### src/design/lrt_pkg.sv
package lrt_pkg;

    localparam int TABLE_DEPTH_DEF = 128;

    localparam int ADDR_W   = 32;
    localparam int PORT_W   = 2;
    localparam int COST_W   = 8;
    localparam int TTL_W    = 8;
    localparam int LEN_W    = 6;
    localparam int STATUS_W = 3;
    localparam int OP_W     = 2;

    localparam logic [OP_W-1:0] OP_ADD     = 2'd0;
    localparam logic [OP_W-1:0] OP_DELETE  = 2'd1;
    localparam logic [OP_W-1:0] OP_FORWARD = 2'd2;

    localparam logic [STATUS_W-1:0] ST_ADDED     = 3'd0;
    localparam logic [STATUS_W-1:0] ST_FULL      = 3'd1;
    localparam logic [STATUS_W-1:0] ST_DELETED   = 3'd2;
    localparam logic [STATUS_W-1:0] ST_NOTFOUND  = 3'd3;
    localparam logic [STATUS_W-1:0] ST_FORWARDED = 3'd4;
    localparam logic [STATUS_W-1:0] ST_DELIVERED = 3'd5;
    localparam logic [STATUS_W-1:0] ST_EXPIRED   = 3'd6;
    localparam logic [STATUS_W-1:0] ST_NOROUTE   = 3'd7;

    // One route as held in the table memory.
    typedef struct packed {
        logic [ADDR_W-1:0] net;
        logic [ADDR_W-1:0] mask;
        logic [ADDR_W-1:0] hop;
        logic [PORT_W-1:0] port;
        logic [COST_W-1:0] cost;
        logic              direct;
    } entry_t;

    // Verdict of the compare unit on one table entry.
    typedef struct packed {
        logic             hit;
        logic [LEN_W-1:0] len;
    } match_t;

    typedef struct packed {
        logic [STATUS_W-1:0] status;
        logic [ADDR_W-1:0]   hop;
        logic [PORT_W-1:0]   port;
        logic [TTL_W-1:0]    ttl;
        logic [COST_W-1:0]   cost;
        logic [LEN_W-1:0]    plen;
    } result_t;

endpackage

### src/design/lrt_match_unit.sv
module lrt_match_unit (
    input  logic                       is_delete,
    input  lrt_pkg::entry_t            entry,
    input  logic [lrt_pkg::ADDR_W-1:0] key_addr,
    input  logic [lrt_pkg::ADDR_W-1:0] key_mask,
    input  logic [lrt_pkg::ADDR_W-1:0] dest,
    output lrt_pkg::match_t            result
);

    logic [lrt_pkg::LEN_W-1:0] ones;

    // Prefix length is the number of set bits in the entry mask.
    always_comb
    begin
        ones = '0;
        for (int b = 0; b < lrt_pkg::ADDR_W; b++)
        begin
            ones = ones + lrt_pkg::LEN_W'(entry.mask[b]);
        end
    end

    always_comb
    begin
        if (is_delete)
        begin
            result.hit = (entry.net == key_addr) && (entry.mask == key_mask);
        end
        else
        begin
            result.hit = ((dest & entry.mask) == entry.net);
        end
        result.len = ones;
    end

endmodule

### config.mk
export PLATFORM = sky130hd
export DESIGN_NAME = lrt_match_unit
export DESIGN_NICKNAME = d
export VERILOG_FILES = /design/src/design/lrt_pkg.sv /design/src/design/lrt_match_unit.sv
export SDC_FILE = /design/constraint.sdc
export NUM_CORES = 1
export LEC_CHECK = 0
export BUFFER_PORTS_ARGS = -buffer_cell sky130_fd_sc_hd__buf_2
export CAP_MARGIN = 20
export CORE_AREA = 2 2 83 85
export DETAILED_ROUTE_END_ITERATION = 6
export DIE_AREA = 0 0 85 87
export PLACE_DENSITY = 0.72
export SLEW_MARGIN = 10
export SYNTH_ARGS = -nofsm -noshare
export SYNTH_HDL_FRONTEND = slang
export SYNTH_SLANG_ARGS = --single-unit
### constraint.sdc
create_clock -name vclk -period 8.95
set_clock_uncertainty 0.15 [all_clocks]
set_input_delay 1.79 -clock vclk [all_inputs]
set_output_delay 1.79 -clock vclk [all_outputs]
set_load 0.03 [all_outputs]
==> results_dict.tcl <==
set metrics [dict create \
    placed_cell_area_sq_um 2889 \
    fin_area_sq_um 2889 \
    p_leak_nw 1.470 \
    synth.net_count 471 \
    synth_area_leaders "fa_1 25%, xnor2_1 22%, xor2_1 20%, nand2_1 6.6%, inv_1 6.4%" \
    setup-violations-final 0 \
    finalCritPeriodShare_pct 92.37 \
    utilization_pct 43.98 \
    initial_core_util_pct 29.66 \
    drive_gt1_share_pct 42.33 \
    post_cts_buffers 0 \
    irDropWorstVdd_v 0.0006090 \
    chipWidth_um 85 \
    vias 2193 \
    core_sq_um 6569 \
    synth_area_sq_um 1948 \
    swShare_pct 61.58 \
    synth_most_common_cell "xnor2_1" \
    grt_pass1_wl_um 11180 \
    max_freq_mhz 121.0 \
    crit_slowest_cell "fa_1" \
    gr-total-overflow 0 \
    gpl.final_weighted_congestion 0.9024 \
    p_clk_share_pct 0 \
    p_int_mw 0.2898 \
    drt-initial-drc-count 35 \
    antenna_found_initial 0 \
    area_growth_pct 48.30 \
    crit_start "entry[43]" \
    ys_warn_count 0 \
    hold_viol 0 \
    drt-vias-per-instance 4.531 \
    wl_per_cell_um 15.26 \
    crit_path_end_kind "primary output" \
    pwr-share-comb_pct 100.0 \
    power_frac_seq_pct 0 \
    rsz0062_at_grt "false" \
    required_ps 7010 \
    synth_common_cells "48 x xnor2_1, 44 x xor2_1, 34 x nand2_1" \
    slew_violations 0 \
    die_area_sq_um 7395 \
    critPathMostFrequentCell "fa_1" \
    synthCells 236 \
    cts_resized 0 \
    hold_start "entry[45]" \
    grt_max_degree 4 \
    worstPathCellList "buf_2, inv_1, fa_1, inv_1, fa_1, fa_1, fa_1, fa_1, inv_1, fa_1, inv_1, ha_1, inv_1, fa_1, inv_1, a21o_1, a21oi_1, xnor2_1, buf_2" \
    grt_pass1_vias 2276 \
    ys_seq_area_share_pct 0 \
    max_cap_viol_count 0 \
    yosysTopAreaCellShare_pct 24.66 \
    hold_buffers 0 \
    crit_type "input pin to primary output" \
    yosysUniqueCellTypes 23 \
    fin_cells 484 \
    clkbuf_count 0 \
    crit_fanout 3 \
    nFlopsAndLatches 0 \
    final_nets 641 \
    antenna_cells 0 \
    crit_family "adder cells" \
    layout_min_cycle_time_ps 8267 \
    die_h_um 87 \
    slew_headroom_pct 75.46 \
    hp-class "input pin to primary output" \
    yosys.area.top_type "fa_1" \
    portBuffers 168 \
    power_mw 0.7544 \
    rows 30 \
    routed_wl_um 7388 \
    critPathArrivalTime_ps 6330 \
    synth.avg_cell_area_sq_um 8.255 \
    p_sw_mw 0.4646 \
    dp_cells 484 \
    drc 0 \
    status "completed" \
    worst_slew_pin_slew_ps 358.9 \
    power.density_nw_per_um2 261.1 \
    critPathLaunchType "input pin" \
    dr.pass1.iters 4 \
    path_buf_inv 8 \
    seqCellArea_sq_um 0 \
    grtUsageTotal_pct 19.39 \
    io_pins 211 \
    max_stage_delay_ps 530 \
    ant_nets 0 \
    dp_hpwl_um 7096 \
    fin_tns_setup_ps 0 \
]
## metal layers
layer / track usage (%) / wire length [um]
met5: 0 / 0
met4: 1.732 / 21
met3: 2.559 / 577
met2: 36.86 / 3956
met1: 24.13 / 2832
## worst paths after layout
path | end | slack, ps | cells past startpoint
worst min-delay path | result[0] | 3890 | 3
worst max-delay path | result[4] | 680 | 19
## logic make-up (layout without fill, tap and decap cells)
kind of cell	count (synthesis)	after routing	synth area share, %
and+or+nand+nor	65	65	16.44
xor gates and xnor gates	92	92	41.36
adders and majority gates	31	31	29.16
buffers and inverters	33	201	6.358
AOI/OAI and AO/OA	15	15	6.679
## cell type report
cell class	count	area [sq um]
fillers	671	3680
inverters	33	123.9
well taps	80	100.1
multi-input cells	203	1824
repair buffers	168	840.8
## power by group through the flow
stage               Clock [mW]  Sequential [mW]  Combinational, mW
floorplan                    0                0              0.551
finish                       0                0              0.754
detailed placement           0                0              0.768
global placement             0                0              0.751
global route                 0                0              0.848
CTS                          0                0              0.775
## through the flow
| stage | hold slack, ps | setup slack (ps) |
|---|---|---|
| floorplan | 3665 | 828.3 |
| CTS | 3898 | 640.1 |
| global route | 3929 | 490.2 |
| finish | 3887 | 682.9 |
| global placement | 3886 | 749.8 |
| detailed placement | 3894 | 656.9 |
## layout by cell type, fill, tap and decap left out, types with 2 or more instances in the layout
cell,n
a21o_1,2
inv_1,33
xnor2_1,48
buf_2,168
a21oi_1,3
nor4_1,8
fa_1,24
ha_1,7
nand2_1,34
a2111oi_0,2
nand4_1,18
o22ai_1,2
xor2_1,44
No activity file was read; power rests on OpenSTA's default activity.
